<file path="config.mk">
export PLATFORM = sky130hd
export DESIGN_NAME = sensor_hex_frame_parser_core
export DESIGN_NICKNAME = d
export VERILOG_FILES = /design/src/rtl/shfp_pkg.sv /design/src/rtl/shfp_front.sv /design/src/rtl/shfp_job_q.sv /design/src/rtl/shfp_back.sv /design/src/rtl/shfp_out_fifo.sv /design/src/rtl/sensor_hex_frame_parser_core.sv
export SDC_FILE = /design/constraint.sdc
export NUM_CORES = 1
export LEC_CHECK = 0
export ABC_CLOCK_PERIOD_IN_PS = 6900
export BUFFER_PORTS_ARGS = -buffer_cell sky130_fd_sc_hd__buf_2
export CAP_MARGIN = 20
export CORE_ASPECT_RATIO = 1.4
export CORE_MARGIN = 1.5
export CORE_UTILIZATION = 55
export CTS_CLUSTER_DIAMETER = 40
export DETAILED_ROUTE_END_ITERATION = 8
export GPL_TIMING_DRIVEN = 0
export HOLD_SLACK_MARGIN = 0.12
export PLACE_DENSITY = 0.67
export SKIP_LAST_GASP = 1
export SYNTH_ARGS = -nofsm -noshare
export SYNTH_HDL_FRONTEND = slang
export SYNTH_SLANG_ARGS = --single-unit
</file>
<file path="constraint.sdc">
create_clock -name clk -period 6.9 [get_ports clk]
set_clock_uncertainty 0.15 [all_clocks]
set_input_delay 1.38 -clock clk [delete_from_list [all_inputs] [get_ports clk]]
set_output_delay 1.38 -clock clk [all_outputs]
set_load 0.05 [all_outputs]
</file>
<file path="src/rtl/shfp_pkg.sv">
`default_nettype none

package shfp_pkg;

	// Line layout
	localparam int StoreDepth     = 35;
	localparam int StoreEntries   = 2 * StoreDepth;
	localparam int StoreAw        = 7;
	localparam int PressureChars  = 70;
	localparam int SleepChars     = 34;
	localparam int CharsMax       = 127;
	localparam int PressureValues = 16;
	localparam int SleepValues    = 11;
	localparam int FullScale      = 4095;
	localparam int OutDepth       = 4;
	localparam int JobDepth       = 2;

	localparam logic [7:0] TrailerByte = 8'h55;

	// Characters that steer the parser
	localparam logic [7:0] ChOpen  = 8'h5B;
	localparam logic [7:0] ChClose = 8'h5D;
	localparam logic [7:0] ChUpA   = 8'h41;
	localparam logic [7:0] ChUpB   = 8'h42;
	localparam logic [7:0] ChOne   = 8'h31;
	localparam logic [7:0] ChTwo   = 8'h32;
	localparam logic [7:0] ChThree = 8'h33;

	// Frame kinds
	localparam logic KindPressure = 1'b0;
	localparam logic KindSleep    = 1'b1;

	typedef struct packed {
		logic                en;
		logic [StoreAw-1:0]  addr;
		logic [7:0]          data;
	} store_wr_t;

	typedef struct packed {
		logic kind;
		logic bank;
	} job_t;

	typedef struct packed {
		logic               kind;
		logic [3:0]         idx;
		logic signed [16:0] value;
		logic               last;
	} result_t;

	// Byte positions that feed one decoded value
	typedef struct packed {
		logic [5:0] lo;
		logic [5:0] hi;
		logic       pair;
	} src_t;

	// Returns {valid, nibble}; the nibble is zero for a non-hex character.
	function automatic logic [4:0] hex_decode(input logic [7:0] c);
		logic [4:0] r;
		begin
			r = '0;
			if (c inside {[8'h30:8'h39]}) begin
				r = {1'b1, 4'(c - 8'h30)};
			end else if (c inside {[8'h41:8'h46]}) begin
				r = {1'b1, 4'(c - 8'h37)};
			end else if (c inside {[8'h61:8'h66]}) begin
				r = {1'b1, 4'(c - 8'h57)};
			end
			return r;
		end
	endfunction

	// Source bytes of value k; data byte i after the two header bytes sits at store entry 2 + i.
	function automatic src_t value_src(input logic kind, input logic [3:0] k);
		src_t s;
		begin
			s.lo   = {1'b0, k, 1'b0} + 6'd2;
			s.hi   = {1'b0, k, 1'b0} + 6'd3;
			s.pair = 1'b1;
			if (kind == KindSleep) begin
				s.pair = 1'b0;
				s.lo   = {2'b00, k} + 6'd2;
				s.hi   = s.lo;
				case (k)
					4'd6: begin
						s.lo = 6'd8;  s.hi = 6'd9;  s.pair = 1'b1;
					end
					4'd7: begin
						s.lo = 6'd10; s.hi = 6'd11; s.pair = 1'b1;
					end
					4'd8: begin
						s.lo = 6'd12; s.hi = 6'd12;
					end
					4'd9: begin
						s.lo = 6'd13; s.hi = 6'd14; s.pair = 1'b1;
					end
					4'd10: begin
						s.lo = 6'd15; s.hi = 6'd15;
					end
					default: begin
					end
				endcase
			end
			return s;
		end
	endfunction

endpackage

`default_nettype wire

</file>
<file path="src/rtl/shfp_front.sv">
`default_nettype none

module shfp_front (
	input  logic                clk,
	input  logic                arst_n,
	input  logic                push,
	input  logic [7:0]          char_code,
	input  logic                line_end,
	input  logic                job_full,
	output logic                full,
	output shfp_pkg::store_wr_t store_wr,
	output logic                job_push,
	output shfp_pkg::job_t      job
);
	import shfp_pkg::*;

	typedef enum logic [1:0] {PH_OPEN, PH_STAMP, PH_PAYLOAD} phase_t;

	phase_t      phase_q, phase_n;
	logic [6:0]  chars_q, chars_n;
	logic [3:0]  pend_q, pend_n;
	logic [1:0]  hdr_q, hdr_n;
	logic        bad_q, bad_n;
	logic        trail_q, trail_n;
	logic        bank_q;
	logic        accept;
	logic        is_payload;
	logic        in_store;
	logic        byte_wr;
	logic [4:0]  hex;
	logic [7:0]  byte_val;
	logic        press_ok, sleep_ok;

	// The front takes characters whenever a store bank is free.
	assign full   = job_full;
	assign accept = push & ~job_full;

	assign hex        = hex_decode(char_code);
	assign is_payload = (phase_q == PH_PAYLOAD);
	assign in_store   = (chars_q < 7'(PressureChars));
	assign byte_wr    = is_payload & in_store & chars_q[0];
	assign byte_val   = {pend_q, hex[3:0]};

	// Next line state for the character on the inputs.
	always_comb begin
		phase_n = phase_q;
		case (phase_q)
			PH_OPEN: begin
				if (char_code == ChOpen) begin
					phase_n = PH_STAMP;
				end else if (char_code == ChClose) begin
					phase_n = PH_PAYLOAD;
				end
			end
			PH_STAMP: begin
				if (char_code == ChClose) begin
					phase_n = PH_PAYLOAD;
				end
			end
			default: begin
			end
		endcase

		bad_n = bad_q | ((phase_q == PH_OPEN) & (char_code == ChClose))
			| (is_payload & ~hex[4]);

		hdr_n = hdr_q;
		if (is_payload) begin
			case (chars_q)
				7'd0: hdr_n = (char_code == ChUpA) ? 2'b11 : 2'b00;
				7'd1: hdr_n = hdr_q & {char_code == ChUpB, char_code == ChUpA};
				7'd2: hdr_n = hdr_q & {char_code == ChOne, char_code == ChTwo};
				7'd3: hdr_n = hdr_q & {char_code == ChOne, char_code == ChThree};
				default: hdr_n = hdr_q;
			endcase
		end

		chars_n = chars_q;
		if (is_payload && chars_q != 7'(CharsMax)) begin
			chars_n = chars_q + 7'd1;
		end

		pend_n = pend_q;
		if (is_payload && in_store && !chars_q[0]) begin
			pend_n = hex[3:0];
		end

		// The last byte written is the trailer of a line of exact length.
		trail_n = byte_wr ? (byte_val == TrailerByte) : trail_q;
	end

	// Layout check at line end.
	assign press_ok = (phase_n == PH_PAYLOAD) & ~bad_n & (chars_n == 7'(PressureChars))
		& hdr_n[0] & trail_n;
	assign sleep_ok = (phase_n == PH_PAYLOAD) & ~bad_n & (chars_n == 7'(SleepChars))
		& hdr_n[1] & trail_n;

	// Byte store write into the bank the front owns.
	always_comb begin
		store_wr.en   = accept & byte_wr;
		store_wr.addr = (bank_q ? StoreAw'(StoreDepth) : '0) + {1'b0, chars_q[6:1]};
		store_wr.data = byte_val;
	end

	assign job_push = accept & line_end & (press_ok | sleep_ok);
	assign job.kind = sleep_ok ? KindSleep : KindPressure;
	assign job.bank = bank_q;

	// Line state registers; a line end clears them for the next line.
	always_ff @(posedge clk or negedge arst_n) begin
		if (!arst_n) begin
			phase_q <= PH_OPEN;
			chars_q <= '0;
			pend_q  <= '0;
			hdr_q   <= '0;
			bad_q   <= 1'b0;
			trail_q <= 1'b0;
			bank_q  <= 1'b0;
		end else if (accept) begin
			if (line_end) begin
				phase_q <= PH_OPEN;
				chars_q <= '0;
				pend_q  <= '0;
				hdr_q   <= '0;
				bad_q   <= 1'b0;
				trail_q <= 1'b0;
				if (job_push) begin
					bank_q <= ~bank_q;
				end
			end else begin
				phase_q <= phase_n;
				chars_q <= chars_n;
				pend_q  <= pend_n;
				hdr_q   <= hdr_n;
				bad_q   <= bad_n;
				trail_q <= trail_n;
			end
		end
	end

endmodule

`default_nettype wire

</file>
<file path="src/rtl/shfp_job_q.sv">
`default_nettype none

module shfp_job_q (
	input  logic           clk,
	input  logic           arst_n,
	input  logic           wr,
	input  shfp_pkg::job_t wdata,
	input  logic           rd,
	output logic           full,
	output logic           valid,
	output shfp_pkg::job_t head
);
	import shfp_pkg::*;

	job_t       slot_q [JobDepth];
	logic       wp_q, rp_q;
	logic [1:0] cnt_q;

	assign full  = (cnt_q == 2'(JobDepth));
	assign valid = (cnt_q != 2'd0);
	assign head  = slot_q[rp_q];

	// Two-entry queue of finished lines, one per store bank.
	always_ff @(posedge clk or negedge arst_n) begin
		if (!arst_n) begin
			wp_q  <= 1'b0;
			rp_q  <= 1'b0;
			cnt_q <= '0;
		end else begin
			if (wr) begin
				wp_q <= ~wp_q;
			end
			if (rd) begin
				rp_q <= ~rp_q;
			end
			if (wr && !rd) begin
				cnt_q <= cnt_q + 2'd1;
			end else if (rd && !wr) begin
				cnt_q <= cnt_q - 2'd1;
			end
		end
	end

	always_ff @(posedge clk) begin
		if (wr) begin
			slot_q[wp_q] <= wdata;
		end
	end

endmodule

`default_nettype wire

</file>
<file path="src/rtl/shfp_back.sv">
`default_nettype none

module shfp_back (
	input  logic                clk,
	input  logic                arst_n,
	input  shfp_pkg::store_wr_t store_wr,
	input  logic                job_valid,
	input  shfp_pkg::job_t      job,
	output logic                job_done,
	input  logic                out_full,
	output logic                out_push,
	output shfp_pkg::result_t   out_data
);
	import shfp_pkg::*;

	typedef enum logic [1:0] {B_IDLE, B_RD_LO, B_RD_HI, B_CALC} bstate_t;

	logic [7:0]         mem_q [StoreEntries];
	logic [7:0]         rdata_q;
	logic [7:0]         lo_q;
	logic [3:0]         k_q;
	bstate_t            state_q;
	src_t               src;
	logic [StoreAw-1:0] base;
	logic [StoreAw-1:0] rd_addr;
	logic [15:0]        word;
	logic               last_val;

	assign src  = value_src(job.kind, k_q);
	assign base = job.bank ? StoreAw'(StoreDepth) : '0;

	// Low byte first, then the high byte, which stays addressed while waiting.
	assign rd_addr = base + ((state_q == B_RD_LO) ? {1'b0, src.lo} : {1'b0, src.hi});

	// Byte store: two banks, one write and one read port.
	always_ff @(posedge clk) begin
		if (store_wr.en) begin
			mem_q[store_wr.addr] <= store_wr.data;
		end
		rdata_q <= mem_q[rd_addr];
	end

	assign word     = src.pair ? {rdata_q, lo_q} : {8'h00, lo_q};
	assign last_val = (job.kind == KindSleep) ? (k_q == 4'(SleepValues - 1))
		: (k_q == 4'(PressureValues - 1));

	// Value decode for the result on the way out.
	always_comb begin
		out_data.kind  = job.kind;
		out_data.idx   = k_q;
		out_data.last  = last_val;
		if (job.kind == KindPressure) begin
			out_data.value = 17'(FullScale) - $signed({1'b0, word});
		end else begin
			out_data.value = $signed({1'b0, word});
		end
	end

	assign out_push = (state_q == B_CALC) & ~out_full;
	assign job_done = out_push & last_val;

	// Sequencer that walks the values of one frame.
	always_ff @(posedge clk or negedge arst_n) begin
		if (!arst_n) begin
			state_q <= B_IDLE;
			k_q     <= '0;
			lo_q    <= '0;
		end else begin
			case (state_q)
				B_IDLE: begin
					k_q <= '0;
					if (job_valid) begin
						state_q <= B_RD_LO;
					end
				end
				B_RD_LO: begin
					state_q <= B_RD_HI;
				end
				B_RD_HI: begin
					lo_q    <= rdata_q;
					state_q <= B_CALC;
				end
				B_CALC: begin
					if (!out_full) begin
						if (last_val) begin
							state_q <= B_IDLE;
							k_q     <= '0;
						end else begin
							k_q     <= k_q + 4'd1;
							state_q <= B_RD_LO;
						end
					end
				end
				default: begin
					state_q <= B_IDLE;
				end
			endcase
		end
	end

endmodule

`default_nettype wire

</file>
<file path="src/rtl/shfp_out_fifo.sv">
`default_nettype none

module shfp_out_fifo #(
	parameter int DEPTH = shfp_pkg::OutDepth
) (
	input  logic              clk,
	input  logic              arst_n,
	input  logic              wr,
	input  shfp_pkg::result_t wdata,
	input  logic              rd,
	output logic              full,
	output logic              empty,
	output shfp_pkg::result_t head
);
	import shfp_pkg::*;

	localparam int PW = (DEPTH > 1) ? $clog2(DEPTH) : 1;
	localparam int CW = $clog2(DEPTH + 1);

	result_t       ent_q [DEPTH];
	logic [PW-1:0] wp_q, rp_q;
	logic [CW-1:0] cnt_q;
	logic          do_wr, do_rd;

	assign full  = (cnt_q == CW'(DEPTH));
	assign empty = (cnt_q == '0);
	assign head  = ent_q[rp_q];
	assign do_wr = wr & ~full;
	assign do_rd = rd & ~empty;

	// Pointer and fill count update.
	always_ff @(posedge clk or negedge arst_n) begin
		if (!arst_n) begin
			wp_q  <= '0;
			rp_q  <= '0;
			cnt_q <= '0;
		end else begin
			if (do_wr) begin
				wp_q <= (wp_q == PW'(DEPTH - 1)) ? '0 : wp_q + PW'(1);
			end
			if (do_rd) begin
				rp_q <= (rp_q == PW'(DEPTH - 1)) ? '0 : rp_q + PW'(1);
			end
			if (do_wr && !do_rd) begin
				cnt_q <= cnt_q + CW'(1);
			end else if (do_rd && !do_wr) begin
				cnt_q <= cnt_q - CW'(1);
			end
		end
	end

	always_ff @(posedge clk) begin
		if (do_wr) begin
			ent_q[wp_q] <= wdata;
		end
	end

endmodule

`default_nettype wire

</file>
<file path="src/rtl/sensor_hex_frame_parser_core.sv">
`default_nettype none
// Order: the line's last character transfer queues the frame as a job; for each value the
// sequencer reads the low byte, reads the high byte and decodes, waiting while the output
// queue is full. Throughput: one character per cycle; the front stalls only while both store
// banks hold finished frames whose values have not all entered the output queue.
// Reset: arst_n clears all line, queue and sequencer state; the byte store is not cleared.

module sensor_hex_frame_parser_core #(
	parameter int OUT_DEPTH = shfp_pkg::OutDepth
) (
	input  logic               clk,
	input  logic               arst_n,
	input  logic               push,
	output logic               full,
	input  logic [7:0]         char_code,
	input  logic               line_end,
	output logic               empty,
	input  logic               pop,
	output logic               frame_kind,
	output logic [3:0]         value_index,
	output logic signed [16:0] value,
	output logic               last
);
	import shfp_pkg::*;

	store_wr_t store_wr;
	job_t      job_in, job_head;
	logic      job_push, job_full, job_valid, job_done;
	logic      out_push, out_full;
	result_t   out_data, out_head;

	shfp_front u_front (
		.clk       (clk),
		.arst_n    (arst_n),
		.push      (push),
		.char_code (char_code),
		.line_end  (line_end),
		.job_full  (job_full),
		.full      (full),
		.store_wr  (store_wr),
		.job_push  (job_push),
		.job       (job_in)
	);

	shfp_job_q u_job_q (
		.clk    (clk),
		.arst_n (arst_n),
		.wr     (job_push),
		.wdata  (job_in),
		.rd     (job_done),
		.full   (job_full),
		.valid  (job_valid),
		.head   (job_head)
	);

	shfp_back u_back (
		.clk       (clk),
		.arst_n    (arst_n),
		.store_wr  (store_wr),
		.job_valid (job_valid),
		.job       (job_head),
		.job_done  (job_done),
		.out_full  (out_full),
		.out_push  (out_push),
		.out_data  (out_data)
	);

	shfp_out_fifo #(
		.DEPTH (OUT_DEPTH)
	) u_out_fifo (
		.clk    (clk),
		.arst_n (arst_n),
		.wr     (out_push),
		.wdata  (out_data),
		.rd     (pop),
		.full   (out_full),
		.empty  (empty),
		.head   (out_head)
	);

	assign frame_kind  = out_head.kind;
	assign value_index = out_head.idx;
	assign value       = out_head.value;
	assign last        = out_head.last;

	// The back never pushes a result into a full output queue.
	a_out_no_overflow: assert property (@(posedge clk) disable iff (!arst_n)
		out_push |-> !out_full)
		else $error("result pushed into full output queue");

	// A finished line is only queued while a bank is free.
	a_job_no_overflow: assert property (@(posedge clk) disable iff (!arst_n)
		job_push |-> !job_full)
		else $error("job pushed into full job queue");

	// The front never writes the bank the back is reading.
	a_bank_split: assert property (@(posedge clk) disable iff (!arst_n)
		(store_wr.en && job_valid) |->
		((store_wr.addr >= StoreAw'(StoreDepth)) != job_head.bank))
		else $error("store write hit the bank under readout");

	// The final value of a frame carries that frame's last index.
	a_last_index: assert property (@(posedge clk) disable iff (!arst_n)
		(!empty && last) |->
		((frame_kind == KindPressure && value_index == 4'(PressureValues - 1)) ||
		 (frame_kind == KindSleep && value_index == 4'(SleepValues - 1))))
		else $error("frame end flagged on wrong index");

endmodule

`default_nettype wire

</file>
# == After elaboration in Yosys (flattened, before gate mapping) ==
# Memory sizes are Yosys's and may differ from the RTL's. A register that Yosys moved wholly into a read port is not among the register bits.
# Cells that the tools add are included.
# totals
input_bits,13
ff_bits,43
mem_count,3
wordCells,184
ram_bits,656
out_inout_bits,25
# op_classes
addsub,17
bitwise_logic,33
eq_ne,32
order_cmp,7
n_reduce_logical,29
n_mux,47
# mem_list
name,depth,width,read_ports,rd_ports_with_merged_regs,write_ports,line_no,rtl
u_back.mem_q,70,8,1,1,1,shfp_back.sv:18,logic [7:0] mem_q [StoreEntries];
u_out_fifo.ent_q,4,23,1,0,1,shfp_out_fifo.sv:20,result_t ent_q [DEPTH];
u_job_q.slot_q,2,2,1,0,1,shfp_job_q.sv:15,job_t slot_q [JobDepth];
# ops
cell,count
$pmux 12 s5,1
$eq 8x7->1 const B,5
$eq 8x6->1 const B,3
$mux 2,12
$and 1x1->1,19
$mux 6,3
$mux 17,1
$sub 12x16->17 const A,1
$eq 4x4->1 const B,4
$ge 8x7->1 const B,2
$le 8x7->1 const B,2
$mux 16,1
$mux 4,4
$pmux 2 s4,2
$mux 5,3
$eq 2x2->1 const B,7
$eq 7x2->1 const B,2
$mux 7,2
$mux 1,13
$mux 13,1
$add 5x2->6 const B,2
$logic_and 1x1->1,10
$reduce_bool 2->1,5
$eq 4x3->1 const B,2
other kinds (34),58

# == Longest topological paths before layout ==
# logic_depth
word_depth,19
depth_mapped,19
depth_no_buf,17

# == By module ==
# From an unflattened synthesis, not the netlist that was laid out.
# unflattened
hier_cells,1640
hier_area_um2,29632.2
# modules_own_cells
module,cells_per_inst,instances,seq_area_each_um2,area_each_um2
shfp_back,1236,1,17326.6,23646.4
shfp_out_fifo,158,1,2937.8,3786.1
shfp_front,224,1,450.4,1865.5
shfp_job_q,22,1,220.2,334.1

# == Least setup slack after synthesis ==
# No wires, ideal clock.
# synth_timing
path_kind,input to register
startpoint,input port char_code[0]
endpoint,register u_job_q.cnt_q[1]
slack_ns,0.126
required_ns,6.671
arrival_ns,6.545
n_path_buf,1
setup_ns,0.079
cell_stages,13
cell_sequence,clkbuf_1 inv_1 ha_1 o21bai_1 a211o_1 o21ai_0 nor3_1 o21ai_0 nand4b_4 inv_1 ha_1 nor2_1 xor2_1
# synth_rtl
item,line_no,rtl
start: declaration,sensor_hex_frame_parser_core.sv:15,"input logic [7:0] char_code,"
end signal: assignment,shfp_job_q.sv:37,cnt_q <= cnt_q + 2'd1;
end signal: assignment,shfp_job_q.sv:39,cnt_q <= cnt_q - 2'd1;
end: declaration,shfp_job_q.sv:17,logic [1:0] cnt_q;

# == Final worst setup path ==
# layout_timing
startpoint,register u_back.k_q[0]
endpoint,register u_back.rdata_q[1] (read register of u_back.mem_q)
# layout_between
elab_chain_cells,5
elab_cells_between_ends,12
classes_between,add/sub (4); eq/ne (5); mux (3)
# layout_lines
item,line_no,rtl
start: declaration,shfp_back.sv:21,logic [3:0] k_q;
start signal: assignment,shfp_back.sv:89,k_q <= k_q + 4'd1;
"$add 4x2->5, or another cell as far along",shfp_pkg.sv:83,"s.lo = {2'b00, k} + 6'd2;"
$pmux 12 s5,shfp_pkg.sv:85,case (k)
$mux 13 *,shfp_pkg.sv:81,if (kind == KindSleep) begin
$mux 6 *,shfp_back.sv:33,"assign rd_addr = base + ((state_q == B_RD_LO) ? {1'b0, src.lo} : {1'b0, src.hi});"
$add 7x7->7 *,shfp_back.sv:33,
end: declaration,shfp_back.sv:19,logic [7:0] rdata_q;
# Mark *: on every way between the ends. The rest lies on a longest branch, timed or not.
# A chain may end at the register's enable or synchronous reset.

==> reports/results.ini <==
[hold_path]
hold_depth=1
hold_path.class=reg -> reg
min_from=u_job_q.cnt_q[1]
worstHoldEndpoint=u_job_q.cnt_q[1]

[run]
drv_cap=0

[place]
place_ws_ns=-0.129
dp_hpwl_um=46800
placed_cells=2410
io_buffers=36
gp_congestion=0.892

[critical_path]
required_ns=7.20
arrival_ns=6.79
r2r-end=u_back.rdata_q[1]
r2r-start=u_back.k_q[0]
critical_path_class=reg -> reg
worstPathMaxFanout=11
reg2regPathDepth=17
critPathCaptureType=register
start_kind=register
ff2ff_setup_slack_ns=0.41

[clock_network]
cts_tree=built
root_buffer=clkbuf_16
clock_latency_ns=0.63
numCtsBuffers=72
clkSinkCount=707
cts.htree.levels=3
clk_path_buf_depth=3
clk_transition_reported_paths_ns=0.06

[timing]
period_minus_slack_ns=6.49
setup-tns-final_ns=0
setup_violations=0
period_share=0.941
hold_viol=0
setup_slack_ns=0.408
worst_pin_slew_ns=1.11
holdWs_ns=0.342
max_freq_mhz=154
rsz0062_at_grt=false
report.final.slew_viol_count=0
slew_headroom=0.254

[synthesis]
synthSimpleGateAreaFrac=0.0654
synthFlopType=edfxtp_1
netlist_instances=1649
synth_xor_xnor_area_share=0.0126
yosys_warnings=0
synthMuxAreaShare=0.134
synth_nets=1696
syn_area_sq_um=29100
async_reset_ff_frac=0.0608
yosysUniqueCellTypes=74
synth_top_family_by_area=multiplexers
synth_area_per_cell_sq_um=17.6
synth_compound_area_frac=0.0379
synth_adder_area_share=0.0154
synth-seq-cells=707
synth-edff-count=656
yosysSeqAreaShare=0.720

[global_routing]
grt_max_degree=53
grt_pass1_vias=15916
track_usage=0.257
grt_pass1_wl_um=100000
grt_antenna_before_repair=1
overflow=0

[pwr]
p_per_area_nw_per_um2=377
power_w=0.0124
total_leakage_power_nw=10.3
ir_drop_uv=274

[floorplan]
core.rowCount=99
num_io_pins=38
chipWidth_um=197
die_h_um=275
core_sq_um=52100
die_area_sq_um=54300
start_util=0.557

[cells_and_area]
insertedDiodeCount=0
layout_commonest_cell=edfxtp_1
stdcell_count=2539
mostFrequentLayoutCells=edfxtp_1 (656), mux4_2 (155), nand2_1 (140)
drive_above_1_share=0.209
fin_nets=1827
area_growth_pct=13.3
regArea_sq_um=20900
fill_cells=3647
multi_input_area_sq_um=7760

[detailed_routing]
first_pass_iters=6
ant_nets=0
vias_per_cell=6.11
drc=0
routed_wl_um=67000
wire_per_inst_um=26.4
vias=15501
drt_iter0_drc=1460

[status]
status=completed

synth_stat cells, types with 7 or more instances:
cell,count,share of area
xor2_1,12,0.0036
dfxtp_1,8,0.0055
a21oi_1,31,0.0053
a211oi_1,32,0.0083
and3_1,19,0.0041
mux4_2,155,0.12
a22oi_1,7,0.0018
nor2_1,122,0.016
nand3_1,47,0.0081
and2_1,7,0.0015
nor2b_1,18,0.0039
xnor2_1,26,0.0078
nand2_1,140,0.018
inv_1,20,0.0026
mux2_2,12,0.0046
nor3_1,12,0.0021
nand4_1,10,0.0022
mux2i_1,26,0.0090
edfxtp_1,656,0.68
ha_1,31,0.013
buf_2,10,0.0017
buf_1,11,0.0014
o31ai_1,9,0.0023
dfrtp_1,43,0.037
clkbuf_1,53,0.0068
o21ai_0,38,0.0065
power by group:
group          switching (W)  leakage [nW]  internal (W)
Combinational        0.00225          3.03       0.00137
Clock                0.00166          1.10       0.00209
Sequential          0.000129          6.13       0.00493
through the flow:
step / area [sq um] / util
after global routing: 32900 / 0.631
after floorplan: 29100 / -
after CTS: 32900 / 0.630
after detailed placement: 30600 / 0.587
final: 32900 / 0.631
after global placement: 30100 / 0.578
timing repair:
action                     CTS  global route
setup endpoints to repair    5             8
resized for setup            3             4
buffers inserted             0             0
hold buffers                 0             0
cell type report:
| type | count | share of cell area |
|---|---|---|
| well taps | 707 | 0.0269 |
| flip-flops and latches | 707 | 0.636 |
| multi-input cells | 842 | 0.236 |
| repair buffers | 58 | 0.0198 |
| inverters | 21 | 0.00239 |
| plain buffers | 78 | 0.0104 |
| clock buffers | 83 | 0.0566 |
| clock inverters | 43 | 0.0123 |
cells by family after synthesis:
family	count (synthesis)
AND/OR/NAND/NOR	408
adder cells (fa/ha/maj)	34
XOR/XNOR	40
flip-flops	707
multiplexers	194
buffers and inverters	100
AO/OA/AOI/OAI	166
worst max-delay path, cell delays in order (launching register included):
cell and delay, ns:
dfrtp_1 0.46, clkbuf_1 0.34, inv_1 0.12, ha_1 0.29, or3_1 0.41, a22oi_1 0.35
a21oi_1 0.12, o22ai_1 0.19, ha_1 0.19, inv_1 0.05, fa_1 0.94, buf_1 0.74
clkbuf_1 0.79, mux4_2 0.45, mux2i_1 0.23, nand3_1 0.11, nand4_1 0.18, o211ai_1 0.19
worst max-delay path by stage:
stage / from / endpoint / slack, ns
floorplan: char_code[0] / u_job_q.cnt_q[1] / 0.13
global placement: char_code[0] / u_back.mem_q[36][3] / -3.77
detailed placement: u_back.k_q[0] / u_back.rdata_q[1] / -0.13
CTS: u_back.k_q[0] / u_back.rdata_q[1] / 0.13
global route: u_back.k_q[0] / u_back.rdata_q[6] / 0.1
finish: u_back.k_q[0] / u_back.rdata_q[1] / 0.41
registers in the layout, indices dropped and copies added, names as in the netlist, 3 cells and up:
register / flops
u_back.k_q: 4
u_front.chars_q: 7
u_out_fifo.cnt_q: 3
u_back.lo_q: 8
u_front.pend_q: 4
u_job_q.slot_q: 4
u_out_fifo.ent_q: 92
u_back.rdata_q: 8
u_back.mem_q: 560
metal layers:
layer | global-route usage | wire (um)
met4 | 0.122 | 2840
met2 | 0.453 | 35300
met5 | 0 | 15
met1 | 0.306 | 24500
met3 | 0.0445 | 4380
Note: power is estimated with default switching activity, not from simulation.
